$ cat src/rtl/core/whp_pkg.sv
// Shared types and constants of the WAV header parser.
// No dependencies.
package whp_pkg;

  localparam logic [31:0] TAG_RIFF = 32'h4646_4952;
  localparam logic [31:0] TAG_WAVE = 32'h4556_4157;
  localparam logic [31:0] TAG_FMT  = 32'h2074_6D66;
  localparam logic [31:0] TAG_DATA = 32'h6174_6164;

  localparam logic [31:0] MIN_RIFF_SIZE = 32'd44;
  localparam logic [31:0] MIN_FMT_SIZE  = 32'd16;

  localparam logic [15:0] PCM_CODE = 16'd1;

  localparam logic [3:0] ERR_OK       = 4'd0;
  localparam logic [3:0] ERR_NO_RIFF  = 4'd1;
  localparam logic [3:0] ERR_SMALL    = 4'd2;
  localparam logic [3:0] ERR_NO_WAVE  = 4'd3;
  localparam logic [3:0] ERR_NO_FMT   = 4'd4;
  localparam logic [3:0] ERR_SHORT    = 4'd5;
  localparam logic [3:0] ERR_NOT_PCM  = 4'd6;
  localparam logic [3:0] ERR_CHANNELS = 4'd7;
  localparam logic [3:0] ERR_BITS     = 4'd8;
  localparam logic [3:0] ERR_NO_DATA  = 4'd9;

  localparam logic [1:0] FMT_8_MONO    = 2'd0;
  localparam logic [1:0] FMT_16_MONO   = 2'd1;
  localparam logic [1:0] FMT_8_STEREO  = 2'd2;
  localparam logic [1:0] FMT_16_STEREO = 2'd3;

  typedef struct packed {
    logic               header_ok;
    logic [3:0]         error_code;
    logic [15:0]        channel_count;
    logic [31:0]        sample_rate;
    logic [31:0]        byte_rate;
    logic [15:0]        block_align;
    logic [15:0]        sample_bits;
    logic signed [31:0] payload_size;
    logic [30:0]        payload_offset;
    logic [1:0]         format_code;
  } result_t;

endpackage

$ cat src/rtl/core/whp_ifs.sv
// Channel interfaces of the WAV header parser: byte stream, verdict, config.
// No dependencies.
interface whp_in_if;
  logic       valid;
  logic       ready;
  logic [7:0] data_byte;
  logic       first_byte;
  modport source (output valid, output data_byte, output first_byte, input ready);
  modport sink   (input valid, input data_byte, input first_byte, output ready);
endinterface

interface whp_out_if;
  logic               valid;
  logic               ready;
  logic               header_ok;
  logic [3:0]         error_code;
  logic [15:0]        channel_count;
  logic [31:0]        sample_rate;
  logic [31:0]        byte_rate;
  logic [15:0]        block_align;
  logic [15:0]        sample_bits;
  logic signed [31:0] payload_size;
  logic [30:0]        payload_offset;
  logic [1:0]         format_code;
  modport source (output valid, output header_ok, output error_code, output channel_count,
                  output sample_rate, output byte_rate, output block_align,
                  output sample_bits, output payload_size, output payload_offset,
                  output format_code, input ready);
  modport sink   (input valid, input header_ok, input error_code, input channel_count,
                  input sample_rate, input byte_rate, input block_align,
                  input sample_bits, input payload_size, input payload_offset,
                  input format_code, output ready);
endinterface

interface whp_cfg_if;
  logic        valid;
  logic        ready;
  logic [30:0] file_size;
  modport source (output valid, output file_size, input ready);
  modport sink   (input valid, input file_size, output ready);
endinterface

$ cat src/rtl/core/whp_parse.sv
// Per-byte parse state and verdict logic of the WAV header parser.
// Depends on whp_pkg.
module whp_parse #(
  parameter int OFFSET_BITS = 32
) (
  input  logic            clk,
  input  logic            rst,
  input  logic            step,
  input  logic [7:0]      data_byte,
  input  logic            first_byte,
  input  logic [30:0]     file_size,
  output logic            res_valid,
  output whp_pkg::result_t res
);
  import whp_pkg::*;

  localparam int OB = OFFSET_BITS;

  typedef enum logic [3:0] {
    PH_RIFF, PH_SIZE, PH_WAVE, PH_SCAN, PH_FSIZE, PH_FCODE,
    PH_CHAN, PH_FIELDS, PH_WAIT, PH_DONE
  } phase_t;

  phase_t         phase, phase_next;
  logic [OB-1:0]  byte_offset, byte_offset_next;
  logic [31:0]    word_shift, word_shift_next;
  logic [OB-1:0]  fmt_end, fmt_end_next;
  logic [15:0]    channels, channels_next;
  logic [31:0]    srate, srate_next;
  logic [31:0]    brate, brate_next;
  logic [15:0]    balign, balign_next;
  logic [15:0]    bits, bits_next;
  logic           data_found, data_found_next;
  logic           data_over, data_over_next;
  logic [31:0]    data_size, data_size_next;
  logic [OB-1:0]  data_off, data_off_next;

  // start-of-file view: the stored state, or the cleared state on a start mark
  phase_t         c_phase;
  logic [OB-1:0]  c_off, c_fmt_end, c_data_off;
  logic [31:0]    c_ws, c_srate, c_brate, c_data_size;
  logic [15:0]    c_ch, c_balign, c_bits;
  logic           c_found, c_over;

  logic           busy, word_end, end_lt, end16_lt, hit, pend_hit;
  logic [33:0]    end_ext, fs_ext;
  logic [OB-1:0]  off_inc, rel;
  logic [31:0]    ws_n;
  logic [15:0]    hi16;
  logic [3:0]     code;

  function automatic logic [3:0] pending_code(phase_t ph);
    case (ph)
      PH_RIFF:   return ERR_NO_RIFF;
      PH_SIZE:   return ERR_SMALL;
      PH_WAVE:   return ERR_NO_WAVE;
      PH_SCAN:   return ERR_NO_FMT;
      PH_FSIZE:  return ERR_SHORT;
      PH_FCODE:  return ERR_NOT_PCM;
      PH_CHAN:   return ERR_CHANNELS;
      PH_FIELDS: return ERR_BITS;
      default:   return ERR_NO_DATA;
    endcase
  endfunction

  function automatic result_t make_result(logic [3:0] err, logic [15:0] ch, logic [31:0] sr,
                                          logic [31:0] br, logic [15:0] ba, logic [15:0] bt,
                                          logic [31:0] sz, logic [30:0] po);
    result_t r;
    r.header_ok      = (err == ERR_OK);
    r.error_code     = err;
    r.channel_count  = ch;
    r.sample_rate    = sr;
    r.byte_rate      = br;
    r.block_align    = ba;
    r.sample_bits    = bt;
    r.payload_size   = (err == ERR_OK) ? sz : 32'sd0;
    r.payload_offset = (err == ERR_OK) ? po : 31'd0;
    if (ch == 16'd1 && bt == 16'd8)       r.format_code = FMT_8_MONO;
    else if (ch == 16'd1 && bt == 16'd16) r.format_code = FMT_16_MONO;
    else if (ch == 16'd2 && bt == 16'd8)  r.format_code = FMT_8_STEREO;
    else                                  r.format_code = FMT_16_STEREO;
    return r;
  endfunction

  always_comb begin
    if (first_byte) begin
      c_phase = PH_RIFF; c_off = '0; c_ws = '0; c_fmt_end = '0;
      c_ch = '0; c_srate = '0; c_brate = '0; c_balign = '0; c_bits = '0;
      c_found = 1'b0; c_over = 1'b0; c_data_size = '0; c_data_off = '0;
    end else begin
      c_phase = phase; c_off = byte_offset; c_ws = word_shift; c_fmt_end = fmt_end;
      c_ch = channels; c_srate = srate; c_brate = brate; c_balign = balign; c_bits = bits;
      c_found = data_found; c_over = data_over; c_data_size = data_size;
      c_data_off = data_off;
    end

    busy     = (c_phase == PH_DONE) || (c_off == '1);
    ws_n     = {data_byte, c_ws[31:8]};
    hi16     = ws_n[31:16];
    off_inc  = c_off + OB'(1);
    end_ext  = 34'(c_off) + 34'd1;
    fs_ext   = 34'(file_size);
    end_lt   = end_ext < fs_ext;
    end16_lt = (end_ext + 34'd16) < fs_ext;
    word_end = (c_off >= OB'(15)) && (c_off[1:0] == 2'b11);
    rel      = c_off - c_fmt_end;

    phase_next = c_phase; byte_offset_next = c_off; word_shift_next = c_ws;
    fmt_end_next = c_fmt_end; channels_next = c_ch; srate_next = c_srate;
    brate_next = c_brate; balign_next = c_balign; bits_next = c_bits;
    data_found_next = c_found; data_over_next = c_over;
    data_size_next = c_data_size; data_off_next = c_data_off;
    hit  = 1'b0;
    code = ERR_OK;

    if (!busy) begin
      word_shift_next  = ws_n;
      byte_offset_next = off_inc;

      // data tag tracking runs alongside the fmt checks
      if (word_end && !c_over) begin
        if (!c_found) begin
          if (ws_n == TAG_DATA && end_lt)        data_found_next = 1'b1;
          else if (ws_n == TAG_DATA || !end_lt)  data_over_next  = 1'b1;
        end else begin
          data_size_next = ws_n;
          data_off_next  = off_inc;
          data_over_next = 1'b1;
        end
      end

      case (c_phase)
        PH_RIFF: begin
          if (c_off == OB'(3)) begin
            if (ws_n == TAG_RIFF) phase_next = PH_SIZE;
            else begin hit = 1'b1; code = ERR_NO_RIFF; end
          end
        end
        PH_SIZE: begin
          if (c_off == OB'(7)) begin
            if (!ws_n[31] && ws_n >= MIN_RIFF_SIZE) phase_next = PH_WAVE;
            else begin hit = 1'b1; code = ERR_SMALL; end
          end
        end
        PH_WAVE: begin
          if (c_off == OB'(11)) begin
            if (ws_n == TAG_WAVE) phase_next = PH_SCAN;
            else begin hit = 1'b1; code = ERR_NO_WAVE; end
          end
        end
        PH_SCAN: begin
          if (word_end) begin
            if (ws_n == TAG_FMT && end16_lt) begin
              fmt_end_next = off_inc;
              phase_next   = PH_FSIZE;
            end else if (ws_n == TAG_FMT || !end_lt) begin
              hit = 1'b1; code = ERR_NO_FMT;
            end
          end
        end
        PH_FSIZE: begin
          if (rel == OB'(3)) begin
            if (!ws_n[31] && ws_n >= MIN_FMT_SIZE) phase_next = PH_FCODE;
            else begin hit = 1'b1; code = ERR_SHORT; end
          end
        end
        PH_FCODE: begin
          if (rel == OB'(5)) begin
            if (hi16 == PCM_CODE) phase_next = PH_CHAN;
            else begin hit = 1'b1; code = ERR_NOT_PCM; end
          end
        end
        PH_CHAN: begin
          if (rel == OB'(7)) begin
            channels_next = hi16;
            if (hi16 == 16'd1 || hi16 == 16'd2) phase_next = PH_FIELDS;
            else begin hit = 1'b1; code = ERR_CHANNELS; end
          end
        end
        PH_FIELDS: begin
          if (rel == OB'(11))      srate_next  = ws_n;
          else if (rel == OB'(15)) brate_next  = ws_n;
          else if (rel == OB'(17)) balign_next = hi16;
          else if (rel == OB'(19)) begin
            bits_next = hi16;
            if (hi16 == 16'd8 || hi16 == 16'd16) phase_next = PH_WAIT;
            else begin hit = 1'b1; code = ERR_BITS; end
          end
        end
        default: ;
      endcase

      if (phase_next == PH_WAIT && data_over_next) begin
        hit  = 1'b1;
        code = data_found_next ? ERR_OK : ERR_NO_DATA;
      end
      if (hit) phase_next = PH_DONE;
    end

    // a start mark closes an undecided file with the check it was waiting on
    pend_hit = first_byte && (byte_offset != '0) && (phase != PH_DONE);
    if (pend_hit)
      res = make_result(pending_code(phase), channels, srate, brate, balign, bits,
                        32'd0, 31'd0);
    else
      res = make_result(code, channels_next, srate_next, brate_next, balign_next,
                        bits_next, data_size_next, 31'(data_off_next));
    res_valid = step && (pend_hit || hit);
  end

  always_ff @(posedge clk) begin
    if (rst) begin
      phase <= PH_RIFF; byte_offset <= '0; word_shift <= '0; fmt_end <= '0;
      channels <= '0; srate <= '0; brate <= '0; balign <= '0; bits <= '0;
      data_found <= 1'b0; data_over <= 1'b0; data_size <= '0; data_off <= '0;
    end else if (step) begin
      phase <= phase_next; byte_offset <= byte_offset_next;
      word_shift <= word_shift_next; fmt_end <= fmt_end_next;
      channels <= channels_next; srate <= srate_next; brate <= brate_next;
      balign <= balign_next; bits <= bits_next;
      data_found <= data_found_next; data_over <= data_over_next;
      data_size <= data_size_next; data_off <= data_off_next;
    end
  end

  a_done_after_verdict: assert property (@(posedge clk) disable iff (rst)
    step && hit |=> phase == PH_DONE)
    else $error("parse phase not closed after verdict");

  a_offset_advance: assert property (@(posedge clk) disable iff (rst)
    step && !first_byte && phase != PH_DONE && byte_offset != '1
    |=> byte_offset == $past(byte_offset) + OB'(1))
    else $error("byte offset did not advance");

  a_ok_has_data: assert property (@(posedge clk) disable iff (rst)
    res_valid && res.header_ok |-> data_over_next && data_found_next)
    else $error("header accepted without data chunk");

endmodule

$ cat src/rtl/core/whp_out_buf.sv
// Two-entry result buffer (output register plus skid) for verdicts.
// Depends on whp_pkg.
module whp_out_buf (
  input  logic             clk,
  input  logic             rst,
  input  logic             push,
  input  whp_pkg::result_t push_data,
  output logic             push_ready,
  output logic             out_valid,
  input  logic             out_ready,
  output whp_pkg::result_t out_data
);
  import whp_pkg::*;

  logic    skid_valid;
  result_t skid_data;

  assign push_ready = !skid_valid;

  always_ff @(posedge clk) begin
    if (rst) begin
      out_valid  <= 1'b0;
      skid_valid <= 1'b0;
    end else if (!out_valid || out_ready) begin
      if (skid_valid) begin
        out_valid  <= 1'b1;
        skid_valid <= 1'b0;
      end else begin
        out_valid <= push;
      end
    end else if (push) begin
      skid_valid <= 1'b1;
    end
  end

  always_ff @(posedge clk) begin
    if (!out_valid || out_ready) begin
      if (skid_valid) out_data <= skid_data;
      else if (push)  out_data <= push_data;
    end else if (push) begin
      skid_data <= push_data;
    end
  end

  a_skid_needs_out: assert property (@(posedge clk) disable iff (rst)
    skid_valid |-> out_valid)
    else $error("skid holds data with output empty");

  a_skid_held: assert property (@(posedge clk) disable iff (rst)
    skid_valid && !out_ready |=> skid_valid)
    else $error("skid entry lost while stalled");

  a_no_push_full: assert property (@(posedge clk) disable iff (rst)
    skid_valid |-> !push_ready)
    else $error("buffer accepts while full");

endmodule

$ cat src/rtl/core/wav_header_parser_top.sv
// Top level of the streaming RIFF/WAVE PCM header parser.
// Depends on whp_pkg, whp_ifs (channel interfaces), whp_parse and whp_out_buf.
//
// Usage:
//   stream  - one file byte per transfer, in order; first_byte marks offset 0
//             of a new file. Bytes without a start mark after reset are parsed
//             as a file from offset 0.
//   verdict - one result transfer per file: validity, error code, fmt fields,
//             data chunk size and offset, format code. A start mark arriving
//             while the previous file is undecided first emits an invalid
//             verdict for that file with the pending error.
//   cfg     - file_size write, always ready; write it only while idle.
// Throughput: one byte per cycle while the skid is not full, set by the single-pass
// parse logic between the state registers and the result register.
// Output: a verdict is registered in the result register, or in the skid if stalled.
// Stall: the result register plus a one-entry skid keep stream.ready high
// while one verdict waits; stream.ready drops only while the skid is full.
// Reset (rst, synchronous): clears parse state, both result slots and
// file_size.
module wav_header_parser_top #(
  parameter int OFFSET_BITS = 32
) (
  input  logic          clk,
  input  logic          rst,
  whp_in_if.sink        stream,
  whp_out_if.source     verdict,
  whp_cfg_if.sink       cfg
);
  import whp_pkg::*;

  logic [30:0] file_size;
  logic        step;
  logic        res_valid;
  logic        buf_ready;
  result_t     res;
  result_t     out_data;

  // config register: always ready, written on every cfg transfer
  assign cfg.ready = 1'b1;

  always_ff @(posedge clk) begin
    if (rst) begin
      file_size <= '0;
    end else if (cfg.valid) begin
      file_size <= cfg.file_size;
    end
  end

  // hold input while the skid is full; otherwise take a byte every cycle
  assign stream.ready = buf_ready;
  assign step         = stream.valid && buf_ready;

  whp_parse #(
    .OFFSET_BITS(OFFSET_BITS)
  ) u_parse (
    .clk        (clk),
    .rst        (rst),
    .step       (step),
    .data_byte  (stream.data_byte),
    .first_byte (stream.first_byte),
    .file_size  (file_size),
    .res_valid  (res_valid),
    .res        (res)
  );

  whp_out_buf u_out_buf (
    .clk        (clk),
    .rst        (rst),
    .push       (res_valid),
    .push_data  (res),
    .push_ready (buf_ready),
    .out_valid  (verdict.valid),
    .out_ready  (verdict.ready),
    .out_data   (out_data)
  );

  // unpack the buffered result onto the verdict channel
  assign verdict.header_ok      = out_data.header_ok;
  assign verdict.error_code     = out_data.error_code;
  assign verdict.channel_count  = out_data.channel_count;
  assign verdict.sample_rate    = out_data.sample_rate;
  assign verdict.byte_rate      = out_data.byte_rate;
  assign verdict.block_align    = out_data.block_align;
  assign verdict.sample_bits    = out_data.sample_bits;
  assign verdict.payload_size   = out_data.payload_size;
  assign verdict.payload_offset = out_data.payload_offset;
  assign verdict.format_code    = out_data.format_code;

endmodule

$ cat src/flat_wrapper.sv
// flat-port wrapper written by rule: the top's interface ports become plain ports
module wav_header_parser_top_flat import whp_pkg::*;
#(
  parameter int OFFSET_BITS = 32
)
  (clk, rst, stream_valid, stream_data_byte, stream_first_byte, stream_ready, verdict_valid, verdict_header_ok, verdict_error_code, verdict_channel_count, verdict_sample_rate, verdict_byte_rate, verdict_block_align, verdict_sample_bits, verdict_payload_size, verdict_payload_offset, verdict_format_code, verdict_ready, cfg_valid, cfg_file_size, cfg_ready);
  whp_in_if stream_i ();
  whp_out_if verdict_i ();
  whp_cfg_if cfg_i ();
  input  logic clk;
  input  logic rst;
  input wire logic [$bits(stream_i.valid)-1:0] stream_valid;
  input wire logic [$bits(stream_i.data_byte)-1:0] stream_data_byte;
  input wire logic [$bits(stream_i.first_byte)-1:0] stream_first_byte;
  output wire logic [$bits(stream_i.ready)-1:0] stream_ready;
  output wire logic [$bits(verdict_i.valid)-1:0] verdict_valid;
  output wire logic [$bits(verdict_i.header_ok)-1:0] verdict_header_ok;
  output wire logic [$bits(verdict_i.error_code)-1:0] verdict_error_code;
  output wire logic [$bits(verdict_i.channel_count)-1:0] verdict_channel_count;
  output wire logic [$bits(verdict_i.sample_rate)-1:0] verdict_sample_rate;
  output wire logic [$bits(verdict_i.byte_rate)-1:0] verdict_byte_rate;
  output wire logic [$bits(verdict_i.block_align)-1:0] verdict_block_align;
  output wire logic [$bits(verdict_i.sample_bits)-1:0] verdict_sample_bits;
  output wire logic [$bits(verdict_i.payload_size)-1:0] verdict_payload_size;
  output wire logic [$bits(verdict_i.payload_offset)-1:0] verdict_payload_offset;
  output wire logic [$bits(verdict_i.format_code)-1:0] verdict_format_code;
  input wire logic [$bits(verdict_i.ready)-1:0] verdict_ready;
  input wire logic [$bits(cfg_i.valid)-1:0] cfg_valid;
  input wire logic [$bits(cfg_i.file_size)-1:0] cfg_file_size;
  output wire logic [$bits(cfg_i.ready)-1:0] cfg_ready;
  assign stream_i.valid = stream_valid;
  assign stream_i.data_byte = stream_data_byte;
  assign stream_i.first_byte = stream_first_byte;
  assign stream_ready = stream_i.ready;
  assign verdict_valid = verdict_i.valid;
  assign verdict_header_ok = verdict_i.header_ok;
  assign verdict_error_code = verdict_i.error_code;
  assign verdict_channel_count = verdict_i.channel_count;
  assign verdict_sample_rate = verdict_i.sample_rate;
  assign verdict_byte_rate = verdict_i.byte_rate;
  assign verdict_block_align = verdict_i.block_align;
  assign verdict_sample_bits = verdict_i.sample_bits;
  assign verdict_payload_size = verdict_i.payload_size;
  assign verdict_payload_offset = verdict_i.payload_offset;
  assign verdict_format_code = verdict_i.format_code;
  assign verdict_i.ready = verdict_ready;
  assign cfg_i.valid = cfg_valid;
  assign cfg_i.file_size = cfg_file_size;
  assign cfg_ready = cfg_i.ready;
  wav_header_parser_top #(.OFFSET_BITS(OFFSET_BITS)) u_core (.clk(clk), .rst(rst), .stream(stream_i), .verdict(verdict_i), .cfg(cfg_i));
endmodule
$ cat config.mk
export PLATFORM = sky130hd
export DESIGN_NAME = wav_header_parser_top_flat
export DESIGN_NICKNAME = d
export VERILOG_FILES = /design/src/rtl/core/whp_pkg.sv /design/src/rtl/core/whp_ifs.sv /design/src/rtl/core/whp_parse.sv /design/src/rtl/core/whp_out_buf.sv /design/src/rtl/core/wav_header_parser_top.sv /design/src/flat_wrapper.sv
export SDC_FILE = /design/constraint.sdc
export NUM_CORES = 2
export LEC_CHECK = 0
export BUFFER_PORTS_ARGS = -buffer_cell sky130_fd_sc_hd__buf_2
export CORE_MARGIN = 2
export CORE_UTILIZATION = 57
export DETAILED_ROUTE_END_ITERATION = 16
export PLACE_DENSITY = 0.74
export SYNTH_ARGS = -nofsm -noshare
export SYNTH_HDL_FRONTEND = slang
export SYNTH_SLANG_ARGS = --single-unit
$ cat constraint.sdc
create_clock -name clk -period 53.1 [get_ports clk]
set_clock_uncertainty 0.2 [all_clocks]
set_input_delay 10.62 -clock clk [delete_from_list [all_inputs] [get_ports clk]]
set_output_delay 10.62 -clock clk [all_outputs]
set_load 0.03 [all_outputs]
==> key figures <==
Route
  – Detailed Route Iter0 Violations: roughly 2600
  – Total iterations of the first detailed-routing run: 6
  – DR WL/cell: between 20 and 25 um
  – Routed Antenna Nets: 0
  – Drc violations: 0
  – Post-Route WL: just under 100 mm
  – Vias: approximately 26000
  – Via density: about 6.4

Finish
  – Final nets: about 3400
  – # diodes: 0
  – Layout Cells excl Fill: 4087
  – Utilization after layout: 0.642
  – Layout cells sized above 1: 0.190
  – Area growth syn-to-layout: 11.8%

Logic synthesis
  – Largest cells by area after synthesis: edfxtp_1 33%, dfxtp_1 19%, nor2_1 4.4%
  – EDFF count, synth: between 300 and 400
  – Multiplexer area fraction after synthesis: 0.0570
  – Most used DFF post-synth: edfxtp_1
  – Avg Cell Area, Syn: 10.4 um^2
  – Asr flop ratio synth: 0
  – Synth Area in Compound Gates: 0.173
  – Syn Inst Count: 3169
  – Post-Synthesis Cell Area: approximately 0.033 mm^2
  – FF+latch count, synth: 670
  – Largest family of logic cells by synthesized area: compound AO/OA/AOI/OAI gates
  – Synth Area in XOR/XNOR: 0.0176
  – Post-synth top area cell: edfxtp_1
  – Yosys warnings: 0
  – Mapped Nets: 3306
  – Most frequent cell after synthesis: nor2_1
  – Register area share after synthesis: 0.516
  – Synth cell count leaders: 385 x nor2_1, 364 x edfxtp_1, 306 x dfxtp_1, 273 x nand2_1, 188 x clkbuf_1
  – Simple-gate share of the synthesized area: 0.162
  – Share of the synthesized area in the top cell type: 0.330
  – Distinct cells, synth: 94
  – Post-Synth Adder-Cell Area: 0.0350

Global routing
  – Initial antenna violation count: 0
  – Largest net degree at the start of global routing: 149
  – Number of global-route vias before repair: around 25000
  – GRT Util Overall: 0.314
  – Grt ovf: 0
  – First-pass GRT wire length: between 100 and 150 mm

Placed design
  – Dpl hpwl: 64.3 mm
  – Placed Cells: between 3000 and 4000
  – Placer Congestion: ~0.93
  – Input/output buffers: about 230

Setup path
  – WP buf/inv: 2
  – WP data required: 53.21 ns
  – CP max-delay cell: buf_4
  – Crit path DAT: ~19 ns
  – Crit path launch type: input port
  – Worst Setup End Kind: flop
  – CP max stage delay: ~0.84 ns
  – CP Class: input port to flop
  – Largest fanout on the critical path: 78
  – CP top delay family: simple AND/OR/NAND/NOR gates

Floorplan
  – FP Rows: slightly below 90
  – Initial core utilization: 0.574
  – Die span in x: around 240 um
  – # IOs: 230
  – Die footprint: 0.0600 mm^2
  – Die Ht: between 200 and 250 um
  – CORE AREA: between 0.05 and 0.06 mm^2

Clock tree
  – CTS Buf Count: 70
  – Max Root-Sink Buffers: 3
  – TritonCTS clock tree: yes
  – Clock Latency Late Sink: just over 0.6 ns
  – CTS Root Cell: clkbuf_16
  – Hold_buf cts: 0
  – TritonCTS Sinks: 670
  – Setup bufs post-CTS: 0
  – Reg clk slew, reported paths: about 0.060 ns
  – CTS H-tree depth: 3
  – Post-CTS Resized: 0

Pwr
  – Max VDD drop: about 22 uV
  – PwrDens: ~31 mW/mm^2
  – Pwr Total: 1.15 mW
  – P_leak: about 14 nW

Min path
  – Worst Hold Class: flop to flop

STA
  – Fmax: approximately 52 MHz
  – Tcrit/Tclk final: 0.361
  – Max Slew Vio Count: 0
  – Setup TNS: 0 ns
  – Final Hold Vio Count: 0
  – Minimum clock period: between 15 and 20 ns
  – Final setup fails: 0
  – RSZ-0062 raised after global routing: no
  – Worst-Margin Slew: 1.36 ns
  – Rel. slew slack: 0.0917

Run
  – Max-cap violations: 0

Status
  – Outcome: finished, final reports clean
sequential cells by signal, summed over array words and instances, names as in the netlist, 4 cells and up, named ones only:
signal	flops
u_core.u_parse.channels	16
u_core.file_size	31
u_core.u_parse.balign	16
u_core.u_parse.phase	4
u_core.u_parse.byte_offset	32
u_core.u_out_buf.out_data	182
u_core.u_parse.brate	32
u_core.u_out_buf.skid_data	182
u_core.u_parse.bits	16
u_core.u_parse.fmt_end	32
u_core.u_parse.data_off	31
u_core.u_parse.word_shift	24
u_core.u_parse.srate	32
u_core.u_parse.data_size	32
power breakdown:
part           switching, mW  internal, mW
Clock                  0.209         0.288
Sequential           0.00599         0.553
Combinational         0.0703        0.0282
Total                  0.285         0.869
worst register-to-register path, stage by stage, from the launching register on:
cell and delay (ns):
dfxtp_1 0.50, inv_1 0.23, nor2_1 0.19, ha_1 0.35
nand2b_1 0.22, or4_1 0.77, nor3_1 0.28, xnor2_1 0.40
nand4b_4 0.23, nor3_1 0.64, nand4_1 0.21, xnor2_1 0.18
ha_1 0.31, nand3_1 0.10, or4_1 0.56, nand2b_1 0.17
nor3_1 0.13, a2111o_1 0.17, a311o_1 0.21, nand2b_1 0.15
a21oi_2 0.06, a211oi_1 0.31, nand4_2 0.16, nor4_1 0.54
or4_4 0.69, buf_4 0.88, o31ai_1 0.23
final cells by class:
cell class / count / area, um^2
clock buffers: 97 / 1980
clock inverters: 32 / 354
fillers: 4517 / 20600
inverters: 57 / 219
multi-input cells: 2181 / 14800
flip-flops and latches: 670 / 17100
well taps: 765 / 957
repair buffers: 285 / 1580
through the flow:
stage	cell area (um^2)	worst slack (ns)	hold WS (ns)
floorplan	33100	16.81	0.232
global placement	34600	33.53	0.243
detailed placement	34600	33.36	0.244
CTS	37000	33.98	0.253
global route	37000	33.34	0.275
finish	37000	33.91	0.256
cells by family (layout without fill, tap and decap cells):
group | Yosys count | after routing
mux | 173 | 173
compound gates | 761 | 761
simple gates | 1090 | 1090
xor+xnor | 64 | 64
buf+inv | 318 | 471
flops | 670 | 670
fa+ha+maj | 92 | 92
other cells | 1 | 1
path summary, 6_finish.rpt:
check                                              startpoint                           end  slack [ns]  cells after the start
worst min register to register     u_core.u_parse.fmt_end[14]    u_core.u_parse.fmt_end[14]        0.26                      2
worst min-delay path               u_core.u_parse.fmt_end[14]    u_core.u_parse.fmt_end[14]        0.26                      2
worst max-delay path                        stream_first_byte  u_core.u_out_buf.out_data[6]       33.91                     26
worst max register to register  u_core.u_parse.byte_offset[0]  u_core.u_out_buf.out_data[6]       43.73                     26
placed cells by master, fill, tap and decap left out, drive strengths merged, types with 60 or more instances in the layout:
master,Yosys,routed
nor2,387,387
edfxtp,364,364
dfxtp,306,306
buf,71,284
nand2,273,273
a21oi,165,165
a22o,144,144
a22oi,126,126
mux2,123,123
clkbuf,190,98
ha,91,91
o31ai,70,70
nor2b,66,66
o21ai,64,64
nor3,62,62
inv,57,60
per-layer routing:
layer	track usage	routed length, um
met3	0.0422	5940
met5	0	0
met4	0.154	4980
met2	0.545	48100
met1	0.384	37100
No activity file was read; power rests on OpenSTA's default activity.
